`config.mk`:
```
export PLATFORM = sky130hd
export DESIGN_NAME = utf8_to_utf16_transcoder_flat
export DESIGN_NICKNAME = d
export VERILOG_FILES = /design/src/u2u_pkg.sv /design/src/u2u_in_if.sv /design/src/u2u_out_if.sv /design/src/u2u_cfg_if.sv /design/src/u2u_decode.sv /design/src/u2u_outq.sv /design/src/utf8_to_utf16_transcoder.sv /design/src/flat_wrapper.sv
export VERILOG_INCLUDE_DIRS = /design/src /design/src/src
export SDC_FILE = /design/constraint.sdc
export NUM_CORES = 1
export LEC_CHECK = 0
export ABC_AREA = 1
export ABC_CLOCK_PERIOD_IN_PS = 6450
export BUFFER_PORTS_ARGS = -buffer_cell sky130_fd_sc_hd__buf_4
export CAP_MARGIN = 20
export CELL_PAD_IN_SITES_DETAIL_PLACEMENT = 1
export CELL_PAD_IN_SITES_GLOBAL_PLACEMENT = 1
export CORE_MARGIN = 3
export CORE_UTILIZATION = 42
export DETAILED_ROUTE_END_ITERATION = 10
export GPL_ROUTABILITY_DRIVEN = 0
export GPL_TIMING_DRIVEN = 1
export PLACE_DENSITY = 0.87
export SYNTH_ARGS = -nofsm -noshare
export SYNTH_HDL_FRONTEND = slang
export SYNTH_SLANG_ARGS = --single-unit
export TNS_END_PERCENT = 100
```
`constraint.sdc`:
```
create_clock -name clk_i -period 6.45 [get_ports clk_i]
set_input_delay 0.3225 -clock clk_i [delete_from_list [all_inputs] [get_ports clk_i]]
set_output_delay 0.3225 -clock clk_i [all_outputs]
set_load 0.02 [all_outputs]
```
`src/assert_macros.svh`:
```
// shared assertion macros, clocked on clk_i and held off during reset
`ifndef ASSERT_MACROS_SVH
`define ASSERT_MACROS_SVH

// property that must hold at every clock edge
`define ASSERT_AT_CLK(lbl, prop, msg) \
  lbl: assert property (@(posedge clk_i) disable iff (!rst_ni) (prop)) else $error(msg);

// condition that must hold in the cycle after a trigger
`define ASSERT_NEXT(lbl, trig, prop, msg) \
  lbl: assert property (@(posedge clk_i) disable iff (!rst_ni) (trig) |=> (prop)) \
    else $error(msg);

`endif

```
`src/u2u_pkg.sv`:
```
package u2u_pkg;

  // one result item
  typedef struct packed {
    logic [15:0] code_unit;
    logic        unit_valid;
    logic        last;
    logic        error;
    logic [15:0] total_units;
  } result_t;

  // decoder string status
  typedef struct packed {
    logic        sticky_err;
    logic [1:0]  bytes_rem;
    logic [15:0] unit_cnt;
  } dec_status_t;

  // open sequence length codes
  localparam logic [1:0] SEQ_NONE  = 2'd0;
  localparam logic [1:0] SEQ_TWO   = 2'd1;
  localparam logic [1:0] SEQ_THREE = 2'd2;
  localparam logic [1:0] SEQ_FOUR  = 2'd3;

  // lead byte ranges
  localparam logic [7:0] LEAD2_MIN = 8'hC2;
  localparam logic [7:0] LEAD2_MAX = 8'hDF;
  localparam logic [7:0] LEAD3_MIN = 8'hE0;
  localparam logic [7:0] LEAD3_MAX = 8'hEF;
  localparam logic [7:0] LEAD4_MIN = 8'hF0;
  localparam logic [7:0] LEAD4_MAX = 8'hF4;

  // continuation byte check
  localparam logic [7:0] CONT_MASK = 8'hC0;
  localparam logic [7:0] CONT_TAG  = 8'h80;

  // code point limits
  localparam logic [20:0] MIN_TWO   = 21'h80;
  localparam logic [20:0] MIN_THREE = 21'h800;
  localparam logic [20:0] SUPP_BASE = 21'h10000;
  localparam logic [20:0] SURR_LO   = 21'hD800;
  localparam logic [20:0] SURR_HI   = 21'hDFFF;
  localparam logic [20:0] CP_MAX    = 21'h10FFFF;

  // surrogate bases
  localparam logic [15:0] HI_SURR_BASE = 16'hD800;
  localparam logic [15:0] LO_SURR_BASE = 16'hDC00;

  localparam logic [14:0] CAP_RESET = 15'h7FFF;

  // output queue entries, matching its 2-bit pointers
  localparam int OUTQ_DEPTH = 4;

endpackage

```
`src/u2u_in_if.sv`:
```
interface u2u_in_if;
  logic       valid;
  logic       ready;
  logic [7:0] in_byte;
  logic       end_of_string;

  modport source (output valid, in_byte, end_of_string, input ready);
  modport sink (input valid, in_byte, end_of_string, output ready);
endinterface

```
`src/u2u_out_if.sv`:
```
interface u2u_out_if;
  logic        valid;
  logic        ready;
  logic [15:0] code_unit;
  logic        unit_valid;
  logic        last;
  logic        error;
  logic [15:0] total_units;

  modport source (output valid, code_unit, unit_valid, last, error, total_units,
                  input ready);
  modport sink (input valid, code_unit, unit_valid, last, error, total_units,
                output ready);
endinterface

```
`src/u2u_cfg_if.sv`:
```
interface u2u_cfg_if;
  logic        valid;
  logic        ready;
  logic [14:0] capacity_units;

  modport source (output valid, capacity_units, input ready);
  modport sink (input valid, capacity_units, output ready);
endinterface

```
`src/u2u_decode.sv`:
```
module u2u_decode (
  input  logic                 clk_i,
  input  logic                 rst_ni,
  input  logic                 go_i,
  input  logic [7:0]           in_byte_i,
  input  logic                 eos_i,
  input  logic [14:0]          capacity_i,
  output logic [1:0]           num_o,
  output u2u_pkg::result_t     r0_o,
  output u2u_pkg::result_t     r1_o,
  output u2u_pkg::dec_status_t status_o
);

  logic [20:0] pv_q, pv_d;
  logic [1:0]  br_q, br_d;
  logic [1:0]  sl_q, sl_d;
  logic        err_q, err_d;
  logic [15:0] cnt_q, cnt_d;

  // per-byte decode, value check and unit emission
  always_comb begin
    logic        done;
    logic        raise;
    logic        need2;
    logic [20:0] cp;
    logic [20:0] minimum;
    logic [20:0] pv_shift;
    logic [20:0] v;
    logic [16:0] sum;

    pv_d     = pv_q;
    br_d     = br_q;
    sl_d     = sl_q;
    err_d    = err_q;
    cnt_d    = cnt_q;
    done     = 1'b0;
    raise    = 1'b0;
    cp       = '0;
    minimum  = '0;
    pv_shift = {pv_q[14:0], in_byte_i[5:0]};
    need2    = 1'b0;
    v        = '0;
    sum      = '0;
    r0_o     = '0;
    r1_o     = '0;
    num_o    = 2'd0;

    if (!err_q) begin
      if (br_q == 2'd0) begin
        if (!in_byte_i[7]) begin
          cp   = {13'b0, in_byte_i};
          done = 1'b1;
        end else if (in_byte_i >= u2u_pkg::LEAD2_MIN && in_byte_i <= u2u_pkg::LEAD2_MAX) begin
          pv_d = {16'b0, in_byte_i[4:0]};
          br_d = 2'd1;
          sl_d = u2u_pkg::SEQ_TWO;
        end else if (in_byte_i >= u2u_pkg::LEAD3_MIN && in_byte_i <= u2u_pkg::LEAD3_MAX) begin
          pv_d = {17'b0, in_byte_i[3:0]};
          br_d = 2'd2;
          sl_d = u2u_pkg::SEQ_THREE;
        end else if (in_byte_i >= u2u_pkg::LEAD4_MIN && in_byte_i <= u2u_pkg::LEAD4_MAX) begin
          pv_d = {18'b0, in_byte_i[2:0]};
          br_d = 2'd3;
          sl_d = u2u_pkg::SEQ_FOUR;
        end else begin
          raise = 1'b1;
        end
      end else if ((in_byte_i & u2u_pkg::CONT_MASK) != u2u_pkg::CONT_TAG) begin
        raise = 1'b1;
      end else begin
        pv_d = pv_shift;
        br_d = br_q - 2'd1;
        if (br_q == 2'd1) begin
          cp   = pv_shift;
          done = 1'b1;
          pv_d = '0;
          sl_d = u2u_pkg::SEQ_NONE;
          unique case (sl_q)
            u2u_pkg::SEQ_TWO:   minimum = u2u_pkg::MIN_TWO;
            u2u_pkg::SEQ_THREE: minimum = u2u_pkg::MIN_THREE;
            default:            minimum = u2u_pkg::SUPP_BASE;
          endcase
        end
      end

      // completed code point: range check, capacity check, emit
      if (done) begin
        need2 = (cp >= u2u_pkg::SUPP_BASE);
        v     = cp - u2u_pkg::SUPP_BASE;
        sum   = {1'b0, cnt_q} + (need2 ? 17'd2 : 17'd1);
        if (cp < minimum || (cp >= u2u_pkg::SURR_LO && cp <= u2u_pkg::SURR_HI) ||
            cp > u2u_pkg::CP_MAX) begin
          raise = 1'b1;
        end else if (sum > {2'b0, capacity_i}) begin
          raise = 1'b1;
        end else if (!need2) begin
          r0_o.code_unit  = cp[15:0];
          r0_o.unit_valid = 1'b1;
          num_o           = 2'd1;
          cnt_d           = sum[15:0];
        end else begin
          r0_o.code_unit  = u2u_pkg::HI_SURR_BASE + {6'b0, v[19:10]};
          r0_o.unit_valid = 1'b1;
          r1_o.code_unit  = u2u_pkg::LO_SURR_BASE + {6'b0, v[9:0]};
          r1_o.unit_valid = 1'b1;
          num_o           = 2'd2;
          cnt_d           = sum[15:0];
        end
      end

      // sequence cut off by the end mark
      if (eos_i && br_d != 2'd0) begin
        raise = 1'b1;
      end

      if (raise) begin
        err_d = 1'b1;
        pv_d  = '0;
        br_d  = 2'd0;
        sl_d  = u2u_pkg::SEQ_NONE;
      end
    end

    // end of string: tag final result, then clear string state
    if (eos_i) begin
      if (num_o == 2'd2) begin
        r1_o.last        = 1'b1;
        r1_o.error       = err_d;
        r1_o.total_units = cnt_d;
      end else begin
        num_o            = 2'd1;
        r0_o.last        = 1'b1;
        r0_o.error       = err_d;
        r0_o.total_units = cnt_d;
      end
      pv_d  = '0;
      br_d  = 2'd0;
      sl_d  = u2u_pkg::SEQ_NONE;
      err_d = 1'b0;
      cnt_d = '0;
    end
  end

  // string state registers
  always_ff @(posedge clk_i or negedge rst_ni) begin
    if (!rst_ni) begin
      pv_q  <= '0;
      br_q  <= 2'd0;
      sl_q  <= u2u_pkg::SEQ_NONE;
      err_q <= 1'b0;
      cnt_q <= '0;
    end else if (go_i) begin
      pv_q  <= pv_d;
      br_q  <= br_d;
      sl_q  <= sl_d;
      err_q <= err_d;
      cnt_q <= cnt_d;
    end
  end

  assign status_o.sticky_err = err_q;
  assign status_o.bytes_rem  = br_q;
  assign status_o.unit_cnt   = cnt_q;

endmodule

```
`src/u2u_outq.sv`:
```
module u2u_outq (
  input  logic              clk_i,
  input  logic              rst_ni,
  input  logic [1:0]        push_num_i,
  input  u2u_pkg::result_t  r0_i,
  input  u2u_pkg::result_t  r1_i,
  output logic [2:0]        level_o,
  u2u_out_if.source         out_o
);

  u2u_pkg::result_t mem_q [u2u_pkg::OUTQ_DEPTH];
  logic [1:0] wr_ptr_q;
  logic [1:0] rd_ptr_q;
  logic [2:0] cnt_q;
  logic       pop;
  logic [1:0] wr_next;

  assign pop     = out_o.valid && out_o.ready;
  assign wr_next = wr_ptr_q + 2'd1;

  // result storage, up to two items written per cycle
  always_ff @(posedge clk_i) begin
    if (push_num_i != 2'd0) begin
      mem_q[wr_ptr_q] <= r0_i;
    end
    if (push_num_i == 2'd2) begin
      mem_q[wr_next] <= r1_i;
    end
  end

  // pointers and fill level
  always_ff @(posedge clk_i or negedge rst_ni) begin
    if (!rst_ni) begin
      wr_ptr_q <= 2'd0;
      rd_ptr_q <= 2'd0;
      cnt_q    <= 3'd0;
    end else begin
      wr_ptr_q <= wr_ptr_q + push_num_i;
      if (pop) begin
        rd_ptr_q <= rd_ptr_q + 2'd1;
      end
      cnt_q <= cnt_q + {1'b0, push_num_i} - {2'b0, pop};
    end
  end

  assign level_o           = cnt_q;
  assign out_o.valid       = (cnt_q != 3'd0);
  assign out_o.code_unit   = mem_q[rd_ptr_q].code_unit;
  assign out_o.unit_valid  = mem_q[rd_ptr_q].unit_valid;
  assign out_o.last        = mem_q[rd_ptr_q].last;
  assign out_o.error       = mem_q[rd_ptr_q].error;
  assign out_o.total_units = mem_q[rd_ptr_q].total_units;

endmodule

```
`src/utf8_to_utf16_transcoder.sv`:
```
// UTF-8 to UTF-16 transcoder
// in_i carries one UTF-8 byte per item with an end_of_string mark on the
// final byte of each string. out_o carries UTF-16 code units, one per item;
// the final item of a string has last set and carries the error flag and
// the unit count. A string that ends without a unit gives one bare item.
// cfg_i writes capacity_units, the most units a string may produce; write
// it only while the block is idle. cfg_i is always ready.
// Throughput: one byte per cycle while the output queue has room; a byte that
// yields a surrogate pair puts two items on out_o, which then drains at one item per cycle while out_o is ready.
// A byte's first unit reaches out_o by way of the input register, then the
// decode into the output queue; the byte waits in the input register while
// the output queue lacks room for its items.
// Reset clears all string state and sets capacity_units to 32767.
// When the receiver stalls, the four-entry output queue fills and in_i
// ready drops once fewer than two free entries remain; nothing is lost.
`include "assert_macros.svh"

module utf8_to_utf16_transcoder (
  input  logic       clk_i,
  input  logic       rst_ni,
  u2u_in_if.sink     in_i,
  u2u_cfg_if.sink    cfg_i,
  u2u_out_if.source  out_o
);

  logic        stage_vld_q;
  logic [7:0]  byte_q;
  logic        eos_q;
  logic [14:0] capacity_q;
  logic        advance;
  logic        in_fire;
  logic [2:0]  outq_level;
  logic [1:0]  dec_num;
  logic        seq_closed_ok;
  logic        str_cleared;

  u2u_pkg::result_t     dec_r0;
  u2u_pkg::result_t     dec_r1;
  u2u_pkg::dec_status_t dec_status;

  // capacity register
  assign cfg_i.ready = 1'b1;

  always_ff @(posedge clk_i or negedge rst_ni) begin
    if (!rst_ni) begin
      capacity_q <= u2u_pkg::CAP_RESET;
    end else if (cfg_i.valid) begin
      capacity_q <= cfg_i.capacity_units;
    end
  end

  // input register
  assign advance    = stage_vld_q && (outq_level <= 3'd2);
  assign in_i.ready = !stage_vld_q || advance;
  assign in_fire    = in_i.valid && in_i.ready;

  always_ff @(posedge clk_i or negedge rst_ni) begin
    if (!rst_ni) begin
      stage_vld_q <= 1'b0;
    end else if (in_fire) begin
      stage_vld_q <= 1'b1;
    end else if (advance) begin
      stage_vld_q <= 1'b0;
    end
  end

  always_ff @(posedge clk_i) begin
    if (in_fire) begin
      byte_q <= in_i.in_byte;
      eos_q  <= in_i.end_of_string;
    end
  end

  // byte decode and string state
  u2u_decode u_decode (
    .clk_i      (clk_i),
    .rst_ni     (rst_ni),
    .go_i       (advance),
    .in_byte_i  (byte_q),
    .eos_i      (eos_q),
    .capacity_i (capacity_q),
    .num_o      (dec_num),
    .r0_o       (dec_r0),
    .r1_o       (dec_r1),
    .status_o   (dec_status)
  );

  // output queue
  u2u_outq u_outq (
    .clk_i      (clk_i),
    .rst_ni     (rst_ni),
    .push_num_i (advance ? dec_num : 2'd0),
    .r0_i       (dec_r0),
    .r1_i       (dec_r1),
    .level_o    (outq_level),
    .out_o      (out_o)
  );

  // checks
  assign seq_closed_ok = !dec_status.sticky_err || dec_status.bytes_rem == 2'd0;
  assign str_cleared   = dec_status.unit_cnt == 16'd0 && !dec_status.sticky_err;

  `ASSERT_AT_CLK(a_outq_bound, outq_level <= 3'd4, "output queue overflow")
  `ASSERT_AT_CLK(a_err_no_open_seq, seq_closed_ok, "sequence open after error")
  `ASSERT_NEXT(a_eos_clears, advance && eos_q, str_cleared, "string state kept past end")

endmodule

```
`src/flat_wrapper.sv`:
```
// flat-port wrapper written by rule: the top's interface ports become plain ports
module utf8_to_utf16_transcoder_flat 
  (clk_i, rst_ni, in_i_valid, in_i_in_byte, in_i_end_of_string, in_i_ready, cfg_i_valid, cfg_i_capacity_units, cfg_i_ready, out_o_valid, out_o_code_unit, out_o_unit_valid, out_o_last, out_o_error, out_o_total_units, out_o_ready);
  u2u_in_if in_i_i ();
  u2u_cfg_if cfg_i_i ();
  u2u_out_if out_o_i ();
  input  logic clk_i;
  input  logic rst_ni;
  input wire logic [$bits(in_i_i.valid)-1:0] in_i_valid;
  input wire logic [$bits(in_i_i.in_byte)-1:0] in_i_in_byte;
  input wire logic [$bits(in_i_i.end_of_string)-1:0] in_i_end_of_string;
  output wire logic [$bits(in_i_i.ready)-1:0] in_i_ready;
  input wire logic [$bits(cfg_i_i.valid)-1:0] cfg_i_valid;
  input wire logic [$bits(cfg_i_i.capacity_units)-1:0] cfg_i_capacity_units;
  output wire logic [$bits(cfg_i_i.ready)-1:0] cfg_i_ready;
  output wire logic [$bits(out_o_i.valid)-1:0] out_o_valid;
  output wire logic [$bits(out_o_i.code_unit)-1:0] out_o_code_unit;
  output wire logic [$bits(out_o_i.unit_valid)-1:0] out_o_unit_valid;
  output wire logic [$bits(out_o_i.last)-1:0] out_o_last;
  output wire logic [$bits(out_o_i.error)-1:0] out_o_error;
  output wire logic [$bits(out_o_i.total_units)-1:0] out_o_total_units;
  input wire logic [$bits(out_o_i.ready)-1:0] out_o_ready;
  assign in_i_i.valid = in_i_valid;
  assign in_i_i.in_byte = in_i_in_byte;
  assign in_i_i.end_of_string = in_i_end_of_string;
  assign in_i_ready = in_i_i.ready;
  assign cfg_i_i.valid = cfg_i_valid;
  assign cfg_i_i.capacity_units = cfg_i_capacity_units;
  assign cfg_i_ready = cfg_i_i.ready;
  assign out_o_valid = out_o_i.valid;
  assign out_o_code_unit = out_o_i.code_unit;
  assign out_o_unit_valid = out_o_i.unit_valid;
  assign out_o_last = out_o_i.last;
  assign out_o_error = out_o_i.error;
  assign out_o_total_units = out_o_i.total_units;
  assign out_o_i.ready = out_o_ready;
  utf8_to_utf16_transcoder u_core (.clk_i(clk_i), .rst_ni(rst_ni), .in_i(in_i_i), .cfg_i(cfg_i_i), .out_o(out_o_i));
endmodule
```
==> metrics.md <==
| Metric | Value |
|---|---|
| Setup Viol. Count Final | `0` |
| Synthesized netlist net count | `1532` |
| CP Data Arrival Time | `roughly 6500 ps` |
| Maximum net fanout on the critical path | `14` |
| Launch point of the worst reg-to-reg path | `u_core.u_decode.br_q[1]` |
| Via count | `11.18k` |
| Final cell utilization of the core | `49.94%` |
| Worst Skew | `10.49 ps` |
| Clock tree from TritonCTS | `done` |
| Overall power after layout | `roughly 5900 uW` |
| Beginning of the critical path | `u_core.u_decode.br_q[1]` |
| Layout-stage area growth over the synthesis result | `15.64%` |
| Maximum number of pins on one net before global-route repair | `74` |
| Post-synthesis register bit count | `208` |
| Proportion of layout cells with a drive suffix above 1 | `~15%` |
| Routed wire per std cell | `between 20 and 25 um` |
| Die Footprint | `a little over 30000 sq um` |
| Number of remaining DRC errors | `0` |
| Final-layout worst hold slack | `9.814 ps` |
| Layout Nets | `around 1.6k` |
| Source of the worst hold timing path | `cfg_i_capacity_units[9]` |
| Floorplan row count | `61` |
| Final standard cell count with taps included and fillers excluded | `just under 2k` |
| Delay of the slowest cell on the worst path | `approximately 500 ps` |
| Detailed Place HPWL | `26860 um` |
| Cell area after synthesis | `about 12000 sq um` |
| Share of flip-flops with an asynchronous set or reset after synthesis | `28.37%` |
| Placed instance count | `~1.9k` |
| Static Leakage | `0.005899 uW` |
| Slew of the pin with the lowest slew margin | `about 1000 ps` |
| Max stage delay cell, worst path | `sky130_fd_sc_hd__nor2_4` |
| Minimum clock period | `just over 6000 ps` |
| Fmax | `around 160 MHz` |
| Per-instance average area after synthesis | `around 8.3 sq um` |
| Sequential area share after synthesis | `slightly below 50%` |
| Floorplan core area | `about 28000 sq um` |
| Most common cell on crit path | `sky130_fd_sc_hd__nand2_1` |
| Count of antenna diodes in the layout | `0` |
| Number of global-route vias before repair | `between 10k and 15k` |
| Total detailed-routing wirelength | `40130 um` |
| Number of I/O pins | `67` |
| Type of the setup path with the least slack | `reg2reg` |
| Clock-pin slew on the worst setup and hold paths | `roughly 60 ps` |
| Starting Density | `a little over two fifths` |
| Wire length of the first global-routing pass | `approximately 63000 um` |
| Number of antenna violations at the first check in global routing | `0` |
| Setup TNS | `0 ps` |
| Ys flop type | `sky130_fd_sc_hd__edfxtp_1` |
| Hold Violations, Final | `0` |
| Clock latency reported for the late side of the worst-skew pair | `530 ps` |
| Library cell used as clock root buffer | `sky130_fd_sc_hd__clkbuf_16` |
| Worst slew slack as a fraction of its limit | `a little over a third` |
| Final-report max-slew violation count | `0` |
| Number of antenna-violating nets in the routed design | `0` |
| Total iterations of the first detailed-routing run | `5` |
| Worst min-delay path category | `in2reg` |
| GR Overflow Total | `0` |
| Input/output buffers | `65` |
| Via count normalized by instance count | `about 5.8` |
| Gate count after technology mapping | `approximately 1.5k` |
| Startpoint Class | `flop` |
| Combined global-route utilization of all metal layers | `about a quarter` |
| Number of sinks on the clock net | `about 210` |
| Power density over cell area | `421.5 nW/um^2` |
| 1st-iter DRT viols | `between 1k and 1.5k` |
| Largest buffer count on any clock path | `3` |
| Worst IR drop on VDD | `slightly below 0.3 mV` |
| Final worst path period share | `between 90% and 100%` |
| Synth Warn # | `0` |
| Outcome | `finished clean` |
| Die outline width | `approximately 180 um` |
| Maximum Capacitance Violations | `0` |
| Number of enable flip-flop cells after synthesis | `~150` |
| Deepest level of the CTS H-tree | `1` |
| Die Y | `176.2 um` |
| Type of element capturing the critical path | `flop` |
| Total CTS buffers | `24` |
| Critical Path RT | `between 6000 and 7000 ps` |
| Library cells used by synthesis | `48` |
| Filler Cell Count | `between 3k and 4k` |
kinds of logic (layout without fill, tap and decap cells):
kind of cell	count (synthesis)	count (layout)	share of synthesized area (%)
and+or+nand+nor	731	733	26.72
buffers and inverters	211	292	7.458
muxes	1	1	0.09258
AOI/OAI and AO/OA	273	273	12.45
adders and majority gates	30	30	3.210
xor gates and xnor gates	18	18	1.296
DFF	208	208	48.75
other	1	1	0.03083
cells in the final DEF, fill, tap and decap left out, types with 7 or more instances in the layout:
master,Yosys,routed
sky130_fd_sc_hd__nand2_1,376,373
sky130_fd_sc_hd__nor2_1,155,152
sky130_fd_sc_hd__edfxtp_1,145,145
sky130_fd_sc_hd__o21ai_0,141,134
sky130_fd_sc_hd__inv_1,115,114
sky130_fd_sc_hd__nand3_1,108,107
sky130_fd_sc_hd__buf_4,11,93
sky130_fd_sc_hd__o22ai_1,63,63
sky130_fd_sc_hd__dfrtp_1,44,43
sky130_fd_sc_hd__o21ai_1,34,38
sky130_fd_sc_hd__nand4_1,35,35
sky130_fd_sc_hd__ha_1,28,27
sky130_fd_sc_hd__clkbuf_16,0,24
sky130_fd_sc_hd__xor2_1,17,16
sky130_fd_sc_hd__a21oi_1,17,16
sky130_fd_sc_hd__inv_2,15,15
sky130_fd_sc_hd__dlygate4sd3_1,0,15
sky130_fd_sc_hd__dfstp_2,15,15
sky130_fd_sc_hd__nor3_1,15,14
sky130_fd_sc_hd__a21oi_2,10,11
sky130_fd_sc_hd__nand2_2,8,10
sky130_fd_sc_hd__nor2_4,7,10
sky130_fd_sc_hd__nor2_2,7,9
sky130_fd_sc_hd__clkinv_1,2,7
power by group:
part,total (uW),internal (uW),switching [uW]
Sequential,1830,1700,134
Combinational,2730,807,1920
Clock,1370,802,564
Total,5930,3310,2620
critical path, delay by kind of cell, from the launching register on:
kind	cells	cell delay (ps)
buffers and inverters	7	790
flip-flops	1	380
AND/OR/NAND/NOR	16	2500
adder cells (fa/ha/maj)	4	1150
AO/OA/AOI/OAI	6	950
XOR/XNOR	1	180
per-stage QoR:
step,cell area (sq um),setup WS (ps)
after global placement,12970,291.2
after detailed placement,12970,-92.45
after floorplan,12160,184.9
after CTS,13900,12.49
final,14060,341.0
after global routing,14060,-98.46
Yosys cell counts, types with 2 or more instances:
cell,instances,share of area (%)
sky130_fd_sc_hd__nand3_1,108,4.4
sky130_fd_sc_hd__clkbuf_1,40,1.2
sky130_fd_sc_hd__buf_4,11,0.68
sky130_fd_sc_hd__dfstp_2,15,3.2
sky130_fd_sc_hd__ha_1,28,2.9
sky130_fd_sc_hd__o21ai_0,141,5.8
sky130_fd_sc_hd__nor3_1,15,0.62
sky130_fd_sc_hd__nand3b_1,2,0.12
sky130_fd_sc_hd__edfxtp_1,145,36
sky130_fd_sc_hd__nor4_1,2,0.10
sky130_fd_sc_hd__a21boi_0,2,0.12
sky130_fd_sc_hd__inv_1,115,3.5
sky130_fd_sc_hd__buf_6,6,0.56
sky130_fd_sc_hd__nand4_1,35,1.8
sky130_fd_sc_hd__buf_2,21,0.86
sky130_fd_sc_hd__nand3_4,2,0.29
sky130_fd_sc_hd__nor2_2,7,0.36
sky130_fd_sc_hd__dfrtp_1,44,9.1
sky130_fd_sc_hd__fa_1,2,0.33
sky130_fd_sc_hd__nor2_1,155,4.8
sky130_fd_sc_hd__nand2_2,8,0.41
sky130_fd_sc_hd__o21ai_1,34,1.4
sky130_fd_sc_hd__clkinv_1,2,0.062
sky130_fd_sc_hd__nand2_4,3,0.28
sky130_fd_sc_hd__a21oi_2,10,0.72
sky130_fd_sc_hd__inv_2,15,0.46
sky130_fd_sc_hd__a21oi_1,17,0.70
sky130_fd_sc_hd__dfxtp_1,4,0.66
sky130_fd_sc_hd__o22ai_1,63,3.2
sky130_fd_sc_hd__o21a_1,2,0.12
sky130_fd_sc_hd__nor3_2,2,0.16
sky130_fd_sc_hd__nor2_8,4,0.66
sky130_fd_sc_hd__nor2_4,7,0.65
sky130_fd_sc_hd__xor2_1,17,1.2
sky130_fd_sc_hd__nand2_1,376,12
path summary, 6_finish.rpt:
| path | slack, ps | cells after the start | end |
|---|---|---|---|
| max reg2reg | 340 | 34 | u_core.u_outq.mem_q[3][0] |
| min | 10 | 3 | u_core.capacity_q[9] |
| min in group asynchronous | 470 | 2 | u_core.u_decode.pv_q[11] |
| max | 340 | 34 | u_core.u_outq.mem_q[3][0] |
| max in group asynchronous | 5360 | 2 | u_core.u_outq.rd_ptr_q[0] |
| min reg2reg | 480 | 2 | u_core.u_decode.pv_q[9] |
routing by layer:
layer | GRT usage [%] | share of wire, % | vias to the layer above
met5 | 0 | 0 | -
met3 | 4.301 | 7.9 | 95
li1 | - | - | 5108
met4 | 7.852 | 2.8 | 0
met1 | 33.93 | 42 | 5472
met2 | 41.90 | 47 | 503
cell type report:
cell class	instances	area (sq um)	share of cell area (%)
Tap cell	378	473.0	3.363
Sequential cell	208	5931	42.17
Timing Repair Buffer	116	972.2	6.912
Clock buffer	28	615.6	4.377
Clock inverter	15	160.2	1.139
Multi-Input combinational cell	1056	5409	38.46
Inverter	133	504.2	3.585
state kept, by name (all words and copies together), names as in the netlist:
register	cells
u_core.u_outq.level_o	3
u_core.u_decode.br_q	2
u_core.byte_q	8
u_core.u_outq.mem_q	140
u_core.u_decode.sl_q	2
u_core.u_decode.err_q	1
u_core.stage_vld_q	1
u_core.capacity_q	15
u_core.u_outq.wr_ptr_q	2
u_core.eos_q	1
u_core.u_outq.rd_ptr_q	2
u_core.u_decode.cnt_q	16
u_core.u_decode.pv_q	15
timing repair:
action	4_1_cts	5_1_grt
cloned	0	2
endpoints found under the hold margin	58	0
endpoints found under the setup margin	149	311
resized for setup	3	30
buffers inserted	0	6
pin swaps	0	4
hold buffers	15	0
Note: power is estimated with default switching activity, not from simulation.
